[src/rtl/ppt_pkg.sv]
// ----------------------------------------------------------------------------
// Pedal plausibility package
// Shared constants and the configuration register index codes.
// ----------------------------------------------------------------------------
package ppt_pkg;

  localparam int unsigned SAMPLE_BITS = 12;
  localparam int unsigned QBITS = 16;
  localparam int unsigned PBITS = SAMPLE_BITS + 7;
  localparam logic [16:0] Q_ONE = 17'h10000;

  typedef enum logic [2:0] {
    REG_APPS1_MIN  = 3'd0,
    REG_APPS1_MAX  = 3'd1,
    REG_APPS2_MIN  = 3'd2,
    REG_APPS2_MAX  = 3'd3,
    REG_BRAKE_MIN  = 3'd4,
    REG_BRAKE_MAX  = 3'd5,
    REG_BRAKE_ON   = 3'd6,
    REG_FAULT_DLY  = 3'd7
  } reg_idx_t;

  localparam logic OP_SAMPLE = 1'b0;
  localparam logic OP_TICK   = 1'b1;

endpackage

[src/rtl/pedal_plausibility_throttle_map.sv]
// ----------------------------------------------------------------------------
// Pedal plausibility and throttle map
// Converts two accelerator samples to a DAC code and checks sensor faults.
// ----------------------------------------------------------------------------
// Each sample's two accelerator fractions run one after the other through one
// shared bit-serial divider (which finishes early when the fraction saturates at
// one), followed by a map state and a flag state. A tick's result is registered
// in the tick state before it is presented. The block takes no new item until
// its result has been transferred out.
module pedal_plausibility_throttle_map
  import ppt_pkg::*;
#(
  parameter int unsigned WATCHDOG_TICKS = 1000
) (
  input  logic                   clk,
  input  logic                   rst_n,
  input  logic                   in_valid,
  output logic                   in_stall,
  input  logic                   in_opcode,
  input  logic [SAMPLE_BITS-1:0] in_apps1_raw,
  input  logic [SAMPLE_BITS-1:0] in_apps2_raw,
  input  logic [SAMPLE_BITS-1:0] in_brake_raw,
  output logic                   out_valid,
  input  logic                   out_stall,
  output logic [8:0]             out_throttle_code,
  output logic                   out_apps1_range_fault,
  output logic                   out_apps2_range_fault,
  output logic                   out_brake_range_fault,
  output logic                   out_apps_disagree_fault,
  output logic                   out_brake_plausibility_fault,
  output logic                   out_watchdog_off,
  input  logic                   cfg_valid,
  output logic                   cfg_ready,
  input  logic [2:0]             cfg_index,
  input  logic [15:0]            cfg_data
);

  localparam int unsigned WDW = $clog2(WATCHDOG_TICKS + 1);

  typedef enum logic [2:0] {
    S_IDLE, S_DIV1, S_DIV2, S_MAP, S_FLAGS, S_TICK, S_OUT
  } state_t;

  state_t state_r;

  logic [11:0] a1min_r, a1max_r, a2min_r, a2max_r, bmin_r, bmax_r, bon_r;
  logic [15:0] delay_r;
  logic [SAMPLE_BITS-1:0] a1_r, a2_r, br_r;
  logic [16:0] f1_r, f2_r;
  logic [8:0]  held_r;
  logic [3:0]  cond_r, flags_r;
  logic [15:0] cnt_r [4];
  logic        latch_r;
  logic [WDW-1:0] wd_r;

  logic [SAMPLE_BITS-1:0] m1min, m1max, m2min, m2max, mbmin, mbmax, mbon;
  assign m1min = SAMPLE_BITS'(a1min_r);
  assign m1max = SAMPLE_BITS'(a1max_r);
  assign m2min = SAMPLE_BITS'(a2min_r);
  assign m2max = SAMPLE_BITS'(a2max_r);
  assign mbmin = SAMPLE_BITS'(bmin_r);
  assign mbmax = SAMPLE_BITS'(bmax_r);
  assign mbon  = SAMPLE_BITS'(bon_r);

  // Shared pad/compare front end for whichever sensor is in the divider.
  logic             sel2;
  logic [SAMPLE_BITS-1:0] fr, flo, fhi;
  logic [PBITS-1:0] r100, pl, ph;
  logic             below, above, degen;
  logic             dv_start, dv_done;
  logic [16:0]      dv_q;
  logic             cnt_pend_r;

  assign sel2 = (state_r == S_DIV2);
  assign fr   = sel2 ? a2_r : a1_r;
  assign flo  = sel2 ? m2min : m1min;
  assign fhi  = sel2 ? m2max : m1max;
  assign r100 = PBITS'(fr) * PBITS'(100);
  assign pl   = PBITS'(flo) * PBITS'(108);
  assign ph   = PBITS'(fhi) * PBITS'(92);
  assign below = r100 < pl;
  assign above = r100 > ph;
  assign degen = ph == pl;

  assign dv_start = cnt_pend_r;

  ppt_frac_div u_div (
    .clk   (clk),
    .rst_n (rst_n),
    .start (dv_start),
    .num   (r100 - pl),
    .den   (ph - pl),
    .done  (dv_done),
    .quot  (dv_q)
  );

  logic [17:0] fsum;
  logic [26:0] prod;
  logic [16:0] diff;
  logic [20:0] diff10;
  logic [3:0]  cond;
  logic [15:0] dly;

  assign fsum   = {1'b0, f1_r} + {1'b0, f2_r};
  assign prod   = 27'(fsum) * 27'd390;
  assign diff   = (f1_r > f2_r) ? f1_r - f2_r : f2_r - f1_r;
  assign diff10 = 21'(diff) * 21'd10;
  assign dly    = (delay_r == 16'd0) ? 16'd1 : delay_r;

  always_comb begin
    cond[0] = (a1_r < m1min) || (a1_r > m1max);
    cond[1] = (a2_r < m2min) || (a2_r > m2max);
    cond[2] = (br_r < mbmin) || (br_r > mbmax);
    cond[3] = diff10 > 21'(Q_ONE);
  end

  assign in_stall  = (state_r != S_IDLE);
  assign cfg_ready = (state_r == S_IDLE);
  assign out_valid = (state_r == S_OUT);

  always_ff @(posedge clk) begin
    if (!rst_n) begin
      state_r    <= S_IDLE;
      a1min_r    <= 12'd0;
      a1max_r    <= 12'd4095;
      a2min_r    <= 12'd0;
      a2max_r    <= 12'd4095;
      bmin_r     <= 12'd0;
      bmax_r     <= 12'd4095;
      bon_r      <= 12'd2048;
      delay_r    <= 16'd100;
      held_r     <= '0;
      cond_r     <= '0;
      flags_r    <= '0;
      latch_r    <= 1'b0;
      wd_r       <= '0;
      cnt_pend_r <= 1'b0;
      for (int i = 0; i < 4; i++) cnt_r[i] <= '0;
    end else begin
      cnt_pend_r <= 1'b0;
      if (cfg_valid && cfg_ready) begin
        unique case (reg_idx_t'(cfg_index))
          REG_APPS1_MIN: a1min_r <= cfg_data[11:0];
          REG_APPS1_MAX: a1max_r <= cfg_data[11:0];
          REG_APPS2_MIN: a2min_r <= cfg_data[11:0];
          REG_APPS2_MAX: a2max_r <= cfg_data[11:0];
          REG_BRAKE_MIN: bmin_r  <= cfg_data[11:0];
          REG_BRAKE_MAX: bmax_r  <= cfg_data[11:0];
          REG_BRAKE_ON:  bon_r   <= cfg_data[11:0];
          REG_FAULT_DLY: delay_r <= cfg_data;
          default: ;
        endcase
      end
      unique case (state_r)
        S_IDLE: begin
          if (in_valid) begin
            a1_r <= in_apps1_raw;
            a2_r <= in_apps2_raw;
            br_r <= in_brake_raw;
            if (in_opcode == OP_TICK) begin
              state_r <= S_TICK;
            end else begin
              state_r    <= S_DIV1;
              cnt_pend_r <= 1'b1;
            end
          end
        end
        S_DIV1, S_DIV2: begin
          if (dv_done) begin
            if (sel2) begin
              f2_r    <= below ? 17'd0 : above ? Q_ONE : degen ? 17'd0 : dv_q;
              state_r <= S_MAP;
            end else begin
              f1_r       <= below ? 17'd0 : above ? Q_ONE : degen ? 17'd0 : dv_q;
              state_r    <= S_DIV2;
              cnt_pend_r <= 1'b1;
            end
          end
        end
        S_MAP: begin
          held_r  <= 9'(prod[26:17]) + 9'd60;
          state_r <= S_FLAGS;
        end
        S_FLAGS: begin
          for (int i = 0; i < 4; i++) begin
            if (!cond[i]) begin
              cnt_r[i]   <= '0;
              flags_r[i] <= 1'b0;
            end
          end
          cond_r <= cond;
          if (br_r >= mbon && f1_r >= 17'h04000 && f2_r >= 17'h04000) begin
            latch_r <= 1'b1;
          end else if (21'(f1_r) * 21'd20 < 21'(Q_ONE) &&
                       21'(f2_r) * 21'd20 < 21'(Q_ONE)) begin
            latch_r <= 1'b0;
          end
          wd_r    <= '0;
          state_r <= S_OUT;
        end
        S_TICK: begin
          for (int i = 0; i < 4; i++) begin
            if (cond_r[i]) begin
              if (cnt_r[i] != 16'hFFFF) cnt_r[i] <= cnt_r[i] + 16'd1;
              if ((cnt_r[i] != 16'hFFFF ? cnt_r[i] + 16'd1 : cnt_r[i]) >= dly)
                flags_r[i] <= 1'b1;
            end
          end
          if (wd_r < WDW'(WATCHDOG_TICKS)) begin
            wd_r <= wd_r + WDW'(1);
            if (wd_r + WDW'(1) >= WDW'(WATCHDOG_TICKS)) held_r <= '0;
          end
          state_r <= S_OUT;
        end
        S_OUT: begin
          if (!out_stall) state_r <= S_IDLE;
        end
        default: state_r <= S_IDLE;
      endcase
    end
  end

  logic wd_off;
  assign wd_off = wd_r >= WDW'(WATCHDOG_TICKS);

  assign out_throttle_code            = wd_off ? 9'd0 : held_r;
  assign out_apps1_range_fault        = flags_r[0];
  assign out_apps2_range_fault        = flags_r[1];
  assign out_brake_range_fault        = flags_r[2];
  assign out_apps_disagree_fault      = flags_r[3];
  assign out_brake_plausibility_fault = latch_r;
  assign out_watchdog_off             = wd_off;

  a_no_flag_without_cond: assert property (@(posedge clk) disable iff (!rst_n)
    state_r == S_OUT |-> (flags_r & ~cond_r) == 4'd0)
    else $error("fault flag set without its condition");
  a_wd_bound: assert property (@(posedge clk) disable iff (!rst_n)
    wd_r <= WDW'(WATCHDOG_TICKS))
    else $error("watchdog count overran");
  a_cfg_idle: assert property (@(posedge clk) disable iff (!rst_n)
    cfg_ready |-> !out_valid)
    else $error("configuration accepted while busy");

endmodule

[src/rtl/ppt_frac_div.sv]
// ----------------------------------------------------------------------------
// Pedal fraction divider
// Restoring divider that produces one quotient bit per cycle for the Q16
// pedal fraction of a sample against its padded bounds.
// ----------------------------------------------------------------------------
module ppt_frac_div
  import ppt_pkg::*;
(
  input  logic             clk,
  input  logic             rst_n,
  input  logic             start,
  input  logic [PBITS-1:0] num,
  input  logic [PBITS-1:0] den,
  output logic             done,
  output logic [16:0]      quot
);

  logic [4:0]       cnt_r, cnt_nxt;
  logic             busy_r, busy_nxt;
  logic [PBITS:0]   rem_r, rem_nxt;
  logic [16:0]      q_r, q_nxt;
  logic [PBITS-1:0] den_r, den_nxt;
  logic             done_r, done_nxt;
  logic [PBITS+1:0] trial;

  always_comb begin
    cnt_nxt  = cnt_r;
    busy_nxt = busy_r;
    rem_nxt  = rem_r;
    q_nxt    = q_r;
    den_nxt  = den_r;
    done_nxt = 1'b0;
    trial    = '0;
    if (start) begin
      busy_nxt = 1'b1;
      cnt_nxt  = 5'd0;
      rem_nxt  = {1'b0, num};
      q_nxt    = '0;
      den_nxt  = den;
    end else if (busy_r) begin
      trial = {rem_r, 1'b0} - {2'b00, den_r};
      if (cnt_r == 5'd0) begin
        if (rem_r >= {1'b0, den_r}) begin
          q_nxt   = Q_ONE;
          busy_nxt = 1'b0;
          done_nxt = 1'b1;
        end else begin
          cnt_nxt = 5'd1;
        end
      end else begin
        if (!trial[PBITS+1]) begin
          rem_nxt = trial[PBITS:0];
          q_nxt   = {q_r[15:0], 1'b1};
        end else begin
          rem_nxt = {rem_r[PBITS-1:0], 1'b0};
          q_nxt   = {q_r[15:0], 1'b0};
        end
        cnt_nxt = cnt_r + 5'd1;
        if (cnt_r == 5'd16) begin
          busy_nxt = 1'b0;
          done_nxt = 1'b1;
        end
      end
    end
  end

  always_ff @(posedge clk) begin
    if (!rst_n) begin
      busy_r <= 1'b0;
      done_r <= 1'b0;
      cnt_r  <= '0;
    end else begin
      busy_r <= busy_nxt;
      done_r <= done_nxt;
      cnt_r  <= cnt_nxt;
    end
    rem_r <= rem_nxt;
    q_r   <= q_nxt;
    den_r <= den_nxt;
  end

  assign done = done_r;
  assign quot = q_r;

endmodule

[config.mk]
export PLATFORM = sky130hd
export DESIGN_NAME = pedal_plausibility_throttle_map
export DESIGN_NICKNAME = d
export VERILOG_FILES = /design/src/rtl/ppt_pkg.sv /design/src/rtl/pedal_plausibility_throttle_map.sv /design/src/rtl/ppt_frac_div.sv
export SDC_FILE = /design/constraint.sdc
export NUM_CORES = 1
export LEC_CHECK = 0
export ABC_AREA = 1
export BUFFER_PORTS_ARGS = -buffer_cell sky130_fd_sc_hd__buf_2
export CORE_AREA = 4 4 270 298
export CTS_CLUSTER_DIAMETER = 50
export DETAILED_ROUTE_END_ITERATION = 8
export DIE_AREA = 0 0 274 302
export PLACE_DENSITY_LB_ADDON = 0.25
export SYNTH_ARGS = -nofsm -noshare
export SYNTH_HDL_FRONTEND = slang
export SYNTH_HIERARCHICAL = 1
export SYNTH_SLANG_ARGS = --single-unit
[constraint.sdc]
create_clock -name clk -period 6.5 [get_ports clk]
set_input_delay 0.325 -clock clk [delete_from_list [all_inputs] [get_ports clk]]
set_output_delay 0.325 -clock clk [all_outputs]
set_load 0.05 [all_outputs]
==> metrics.txt, run 1 <==
outcome=complete, no violations; path length in cells of the critical path=28; Top Ports=79; Static Leak=18.7 nW; maximum VDD drop=0.644 mV; TritonRoute pass-1 iters=5; initial core utilization=42.8%; Area Overhead vs Synth=10.6%; 1st-iter DRT viols=1,669; delay-heaviest family, CP=adder cells; global-route wire length before repair=roughly 140 mm; commonest non-fill, non-tap cell in the layout=nand2_1; CP endpoint kind=flip-flop; CP Launch Type=flip-flop; prevailing post-synth register cell=dfxtp_1; WL per Instance=around 15 um; Final min period=just over 6000 ps; Total GRT Usage=20.8%; Crit. Startpoint=state_r[2]; Final nets=5,303; Ant. Diodes=0; Die W=274 um; Num CTS Buffers=40; Max Fclk=0.164 GHz; clk root buf=clkbuf_16; die height=302 um; Vias/cell=5.04; share of layout cells above drive strength 1=6.23%; CTS sink cnt=329; Req. time, crit path=around 7000 ps; endpoints failing setup=0; max cap viols=0; Post-Syn Area=33,000 um^2; RR Startpoint=state_r[2]; max incr delay on CP=530 ps; CP max stage cell=o21ai_0; worst r2r dst=f2_r[16]; flop-to-flop setup slack=410 ps; worst min path class=in2reg; Max Fanout on Critical Path=between 60 and 70; Setup crit end=f2_r[16]; Reg2Reg Depth=28; worst slew pin tran=1150 ps; commonest non-fill, non-tap cells in the layout=nand2_1, inv_1, ha_1; Max Buffers Root-to-Sink=3; sequential cell area fraction in the yosys report=24.7%; RD Place Congestion=0.897; Worst Skew=30.7 ps; Final Hold Vio Count=0; Final Core Density=47.3%; vias in the first global route=27,700; Design Power=around 18 mW; Final period util=93.6%; Total Neg Setup Slack=0 ps; CP most frequent cell=inv_1; DP Wirelength=between 60 and 70 mm; synth unique cells=66; synthesized instance count=4,495; crit path DAT=6410 ps; Slew headroom=between 20 and 25%; antenna-violating nets left=0; largest net degree at the start of global routing=79; synthesized flop and latch total=around 330; number of synthesized flops with an enable pin=156; via count=roughly 29,000; DRC Markers=0; pwr/cell area=479 nW/um^2; Die ar.=between 80,000 and 90,000 um^2; Synth Area per Inst=7.35 um^2; Buffers on Ports=between 70 and 80; clock latency on the worst-skew pair=590 ps; core area=roughly 77,000 um^2; Post-Route WL=a little under 90 mm; max-slew violations=0; clk slew on worst S/H paths=60 ps; CTS H-tree lvls=2; initial antenna violation count=0; FP Rows=107; Synth async-reset ratio=0%; CP bufs+invs=7; Congestion Overflow GR=0; Synth warnings=6; CTS tree=built; crit path kind=reg2reg
==> sequential cells by signal, summed over array words and instances, names as in the netlist, 3 cells and up <==
signal	cells
a1_r	12
br_r	12
held_r	9
wd_r	10
f1_r	17
u_div/den_r	19
bmin_r	12
u_div/cnt_r	5
a1max_r	12
u_div/rem_r	20
a2min_r	12
bon_r	12
flags_r	4
a2max_r	12
cnt_r	64
a1min_r	12
a2_r	12
state_r	3
cond_r	4
u_div/quot	17
delay_r	16
bmax_r	12
f2_r	17
==> kinds of logic after synthesis <==
| logic type | after synthesis | synth area share [%] |
|---|---|---|
| and+or+nand+nor | 1682 | 21.7 |
| buffers and inverters | 886 | 10.4 |
| AOI/OAI and AO/OA | 788 | 13.0 |
| adders and majority gates | 621 | 25.1 |
| DFF | 329 | 24.7 |
| xor gates and xnor gates | 183 | 4.88 |
| muxes | 5 | 0.170 |
| other | 1 | 0.0114 |
==> layout make-up <==
cell class	instances	area, um^2
fillers	7780	40700
multi-input cells	3283	21500
flip-flops and latches	329	8150
inverters	807	3030
well taps	1035	1290
repair buffers	160	1160
clock buffers	50	1130
clock inverters	24	287
==> repair_timing <==
action | CTS | global route
endpoints found under the hold margin | 46 | 0
setup buffers | 0 | 10
hold buffers | 45 | 0
resized for setup | 0 | 16
setup endpoints to repair | 0 | 42
==> stage by stage <==
stage,instance area (um^2),std cells,setup WS (ps),hold WS [ps]
6_report,36500,5688,413,40.7
5_1_grt,36500,5688,-27.9,47.5
4_1_cts,36400,5678,72.2,0.687
3_5_place_dp,34500,5559,96.4,458
3_3_place_gp,34500,5559,299,449
2_1_floorplan,33000,4498,905,424
==> worst reg2reg max path: cells and delay by family, from the launching register on <==
family / cells / cell delay (ps)
simple gates: 11 / 1440
buf+inv: 7 / 880
xor+xnor: 1 / 260
flops: 1 / 350
fa+ha+maj: 5 / 2030
compound gates: 4 / 870
==> Yosys cell counts (20+ instances only) <==
cell / number / share of area (%)
a21oi_1: 403 / 6.1
buf_2: 27 / 0.41
clkbuf_1: 34 / 0.39
dfxtp_1: 173 / 10
edfxtp_1: 156 / 14
fa_1: 70 / 4.2
ha_1: 551 / 21
inv_1: 789 / 9.0
nand2_1: 982 / 11
nand2_2: 20 / 0.38
nand3_1: 177 / 2.7
nand3b_1: 21 / 0.48
nand4_1: 56 / 1.1
nor2_1: 311 / 3.5
nor3_1: 49 / 0.74
o211ai_1: 20 / 0.45
o21ai_0: 255 / 3.9
o21bai_1: 22 / 0.50
xnor2_1: 48 / 1.3
xor2_1: 134 / 3.6
==> routing by layer <==
metal,share of wire (%),vias up,global-route usage (%)
li1,-,15000,-
met2,48,512,37.0
met3,3.5,139,2.18
met5,0,-,0
met4,3.1,0,6.39
met1,46,13100,26.6
==> how the worst min path moves through the flow <==
stage	startpoint	end	depth (start not counted)
after global placement	wd_r[3]	wd_r[3]	2
after floorplan	in_apps1_raw[0]	a1_r[0]	0
after detailed placement	held_r[2]	held_r[2]	2
after global routing	cfg_data[6]	a1max_r[6]	3
final	cfg_data[5]	a1max_r[5]	3
after CTS	cfg_data[1]	a1max_r[1]	3
==> where the power goes <==
| part | switching, mW | internal, mW |
|---|---|---|
| clock | 0.996 | 1.39 |
| combinational | 7.70 | 4.51 |
| sequential | 0.175 | 2.74 |
No activity file was read; power rests on OpenSTA's default activity.
==> run 2, diff against run 1 <==
Settings changed: RECOVER_POWER from default to 50.
==> metrics.txt, run 2 (synthesis results as in run 1) <==
outcome=finished, violations left; failing checks=max-capacitance violations, max-slew violations; Area Overhead vs Synth=10.5%; total net switching power=8.86 mW; endpoints failing setup=0; setup ws final=approximately 430 ps; commonest non-fill, non-tap cells in the layout=nand2_1, inv_1, ha_1; Largest regs=cnt_r x64, u_div/rem_r x20, u_div/den_r x19; worst min path class=in2reg; max-slew violations=159; flop-to-flop setup slack=430 ps; max cap viols=3; DP Wirelength=69.9 mm; pre-CTS WS=between 90 and 100 ps; CP most frequent cell=inv_1; CP bufs+invs=7; largest net degree at the start of global routing=79; antenna-violating nets left=0; clk slew on worst S/H paths=around 60 ps; DRC Markers=0; Num CTS Buffers=40; Die W=274 um; Pint=approximately 8.6 mW; Final nets=5,303; Filler Cell Count=7,796; largest reg by FF count=cnt_r; Min-Delay Startpoint=cfg_data[5]; global-route wire length before repair=141 mm; switching portion of total power=50.7%; 1st-iter DRT viols=1,568; Post-Route WL=slightly below 90 mm; CTS tree=built; hold endpoint=a1max_r[5]; core area=77,200 um^2; share of layout cells above drive strength 1=5.74%; CP endpoint kind=flip-flop; initial core utilization=a little over two fifths; initial antenna violation count=0; delay-heaviest family, CP=adder cells; RR Startpoint=state_r[2]; max incr delay on CP=530 ps; Vias/cell=around 5; Die ar.=between 80,000 and 90,000 um^2; Max Fanout on Critical Path=65; Congestion Overflow GR=0; worst r2r dst=f2_r[16]; footprint of the multi-input gates=21,500 um^2; Static Leak=18.6 nW; CP max stage cell=o21ai_0; Comb pwr share=between 60% and 70%; Total Neg Setup Slack=0 ps; Final min period=6070 ps; Top Ports=79; worst slew pin tran=3170 ps; Req. time, crit path=6830 ps; vias in the first global route=around 28,000; clock latency on the worst-skew pair=590 ps; Max Buffers Root-to-Sink=3; pwr/cell area=479 nW/um^2; clk root buf=clkbuf_16; max FFs per register=64; Final period util=93.4%; via count=between 20,000 and 30,000; Reg power frac=16.7%; Total GRT Usage=between 20% and 30%; final instance area=approximately 36,000 um^2; maximum VDD drop=0.645 mV; FP Rows=107; Buffers on Ports=78; commonest non-fill, non-tap cell in the layout=nand2_1; Hold Path Stages=3; Worst Skew=29.9 ps; TritonRoute pass-1 iters=5; crit path DAT=6400 ps; CTS sink cnt=329; Slew headroom=-112%; Area after DPL=roughly 35,000 um^2; CTS H-tree lvls=2; Reg2Reg Depth=28; crit path kind=reg2reg; Max Fclk=roughly 0.16 GHz; clock power share=a little over an eighth; Ant. Diodes=0; FF+latch area=8150 um^2; RD Place Congestion=0.897; Final Hold Vio Count=0; CP Launch Type=flip-flop; die height=302 um; WL per Instance=15.2 um; RSZ-0062 raised after global routing=false
[run 2: cell types whose count changed in the layout (fill, tap and decap cells not counted), moves of 3 or more]
| cell | previous run | this run |
|---|---|---|
| inv_2 | 17 | 14 |
| nor2_2 | 8 | 5 |
| buf_2 | 78 | 70 |
| nor2_1 | 310 | 313 |
| buf_4 | 34 | 28 |
| clkbuf_1 | 3 | 17 |
[run 2: power groups by stage]
stage	clock network (mW)	logic (mW)	registers, mW
after floorplan	0	9.04	2.93
after global placement	0	11.9	2.95
after detailed placement	0	12.0	2.95
after CTS	2.43	12.0	2.91
after global routing	2.51	13.9	2.94
final	2.39	12.2	2.91
[run 2: metrics by stage]
step	instances	utilization, %	hold WS [ps]	power [mW]
6_report	5688	47.2	44.8	17.5
5_1_grt	5688	47.2	47.5	19.3
4_1_cts	5678	47.1	0.687	17.4
3_5_place_dp	5559	44.7	458	14.9
3_3_place_gp	5559	44.7	449	14.9
2_1_floorplan	4498	-	424	12.0
[run 2: final cells by class]
type / count / share of cell area, %
inverter: 807 / 8.30
clock buffer: 50 / 3.10
tap: 1035 / 3.55
multi-input combinational: 3283 / 58.9
sequential: 329 / 22.3
timing repair buffer: 160 / 3.08
clock inverter: 24 / 0.785
[run 2: worst max-delay path by stage]
stage / end / cells after the start / startpoint
4_1_cts: f2_r[16] / 27 / state_r[2]
2_1_floorplan: f1_r[10] / 33 / state_r[0]
5_1_grt: held_r[8] / 32 / f1_r[1]
3_5_place_dp: f2_r[16] / 27 / state_r[2]
6_report: f2_r[16] / 28 / state_r[2]
3_3_place_gp: f2_r[5] / 30 / state_r[2]
[run 2: timing repair]
action | CTS | global route
hold buffers | 45 | 0
setup endpoints to repair | 0 | 42
endpoints found under the hold margin | 46 | 0
gates resized for setup | 0 | 16
buffers inserted | 0 | 10
[run 2: worst register-to-register path, delay by kind of cell (launching register included)]
family / cells / cell delay (ps)
xor gates and xnor gates: 1 / 260
and+or+nand+nor: 11 / 1430
DFF: 1 / 340
AOI/OAI and AO/OA: 4 / 870
adders and majority gates: 5 / 2040
buffers and inverters: 7 / 880
[run 2: metal layers]
metal	routed length (um)	GRT usage (%)	part of all wire [%]
met5	0	0	0
met4	2640	6.39	3.0
met3	3150	2.18	3.6
met2	41400	37.0	48
met1	39400	26.6	45
==> run 3, diff against run 2 <==
Settings changed: RECOVER_POWER 50 to default.
Clock period 6.5 ns to 6.9 ns, I/O delays scaled along.
==> metrics.txt, run 3 (synthesis results as in run 1) <==
max cap viols=0; FP Rows=about 110; Post-Route WL=85.9 mm; antenna-violating nets left=0; initial core utilization=42.8%; commonest non-fill, non-tap cell in the layout=nand2_1; RSZ-0062 raised after global routing=false; setup ws final=between 500 and 600 ps; Total GRT Usage=20.5%; commonest non-fill, non-tap cells in the layout=nand2_1, inv_1, ha_1; Ant. Diodes=0; DP Wirelength=69.5 mm; via count=about 29,000; flop-to-flop setup slack=530 ps; clock latency on the worst-skew pair=580 ps; WL per Instance=15.2 um; Max Fanout on Critical Path=31; max FFs per register=64; Max Fclk=0.157 GHz; Congestion Overflow GR=0; worst min path class=in2reg; Final period util=92.3%; Num CTS Buffers=38; CP Launch Type=flip-flop; Worst Skew=31.3 ps; Final Hold Vio Count=0; worst slew pin tran=1170 ps; die height=302 um; RR Startpoint=state_r[2]; FF+latch area=8150 um^2; crit path kind=reg2reg; CTS tree=built; largest reg by FF count=cnt_r; Die ar.=between 80,000 and 90,000 um^2; maximum VDD drop=0.717 mV; DRC Markers=0; worst r2r dst=f2_r[10]; TritonRoute pass-1 iters=6; footprint of the multi-input gates=21,500 um^2; Area Overhead vs Synth=9.85%; Die W=about 270 um; Min-Delay Startpoint=cfg_data[0]; Hold Path Stages=3; Final nets=around 5,300; crit path DAT=6680 ps; clk slew on worst S/H paths=about 70 ps; Filler Cell Count=7,808; initial antenna violation count=0; Final min period=approximately 6400 ps; RD Place Congestion=0.913; Top Ports=79; CP endpoint kind=flip-flop; largest net degree at the start of global routing=78; Largest regs=cnt_r x64, u_div/rem_r x20, u_div/den_r x19; clk root buf=clkbuf_16; core area=77,200 um^2; outcome=complete, no violations; global-route wire length before repair=around 140 mm; hold endpoint=a2max_r[0]; Vias/cell=about 5; share of layout cells above drive strength 1=5.87%; Max Buffers Root-to-Sink=3; Total Neg Setup Slack=0 ps; Slew headroom=21.4%; Static Leak=approximately 19 nW; endpoints failing setup=0; 1st-iter DRT viols=1,801; pwr/cell area=447 nW/um^2; Buffers on Ports=78; pre-CTS WS=between 400 and 500 ps; Req. time, crit path=7210 ps; Reg2Reg Depth=27; CTS sink cnt=329; max-slew violations=0; CTS H-tree lvls=2; vias in the first global route=27,700
run 3: cell types whose count changed in the layout (fill, tap and decap cells not counted), moves of 6 or more:
cell	previous run	this run
clkbuf_1	17	4
o21ai_0	245	254
buf_2	70	78
dlygate4sd3_1	45	39
o21ai_1	15	9
run 3: cell type report:
cell class	instances	share of cell area, %
clock buffer	46	2.81
multi-input combinational	3283	59.2
timing repair buffer	145	2.77
clock inverter	24	0.866
inverter	807	8.35
tap	1035	3.57
sequential	329	22.5
run 3: critical path, stage by stage (launching register included):
cell      delay, ps
dfxtp_1         340
nor2_1          220
nand2_4         220
buf_4           280
o21ai_0         350
inv_1           180
ha_1            340
fa_1            500
inv_1            50
fa_1            490
inv_1            40
ha_1            340
nand2_1          80
nor3_1          280
nand3_1         110
nand4_1         140
a21oi_1          80
o21bai_1        170
xor2_1          210
inv_1            70
ha_1            340
nand4_1         100
inv_1            90
nand2_1         100
nor4_1          240
nand3_2         420
nand2_1         220
inv_1            70
run 3: layer usage:
| metal | vias up | global-route usage (%) | part of all wire [%] |
|---|---|---|---|
| li1 | 14900 | - | - |
| met1 | 13100 | 26.5 | 45 |
| met2 | 525 | 35.9 | 47 |
| met3 | 132 | 2.21 | 3.9 |
| met4 | 0 | 6.75 | 3.5 |
| met5 | - | 0 | 0 |
run 3: worst max path at each step:
stage / slack [ps] / end / startpoint / depth (start not counted)
detailed placement: 400 / f1_r[16] / state_r[2] / 28
floorplan: 1310 / f1_r[10] / state_r[0] / 33
global route: 40 / f2_r[4] / state_r[2] / 27
finish: 530 / f2_r[10] / state_r[2] / 27
CTS: 350 / f2_r[10] / state_r[2] / 28
global placement: 540 / f1_r[14] / state_r[2] / 26
run 3: power by group:
group          switching (mW)  total (mW)  internal (mW)  leakage [nW]
clock                   0.903        2.14           1.23         0.649
combinational            7.13        11.3           4.21          15.0
sequential              0.181        2.76           2.58          2.93
total                    8.21        16.2           8.02          18.5
run 3: repair_timing:
action,in CTS,in global routing
setup endpoints to repair,0,34
hold endpoints to repair,40,0
resized for setup,0,2
buffers inserted,0,1
hold buffers,39,0
run 3: per-stage QoR:
stage               power, mW  utilization (%)  area, um^2  hold WS [ps]  std cells
global route             17.9             47.0       36300          37.1       5669
CTS                      16.1             46.9       36300         0.363       5668
floorplan                11.3                -       33000           441       4498
global placement         13.9             44.7       34500           450       5559
detailed placement       13.9             44.7       34500           456       5559
finish                   16.2             47.0       36300          44.5       5669
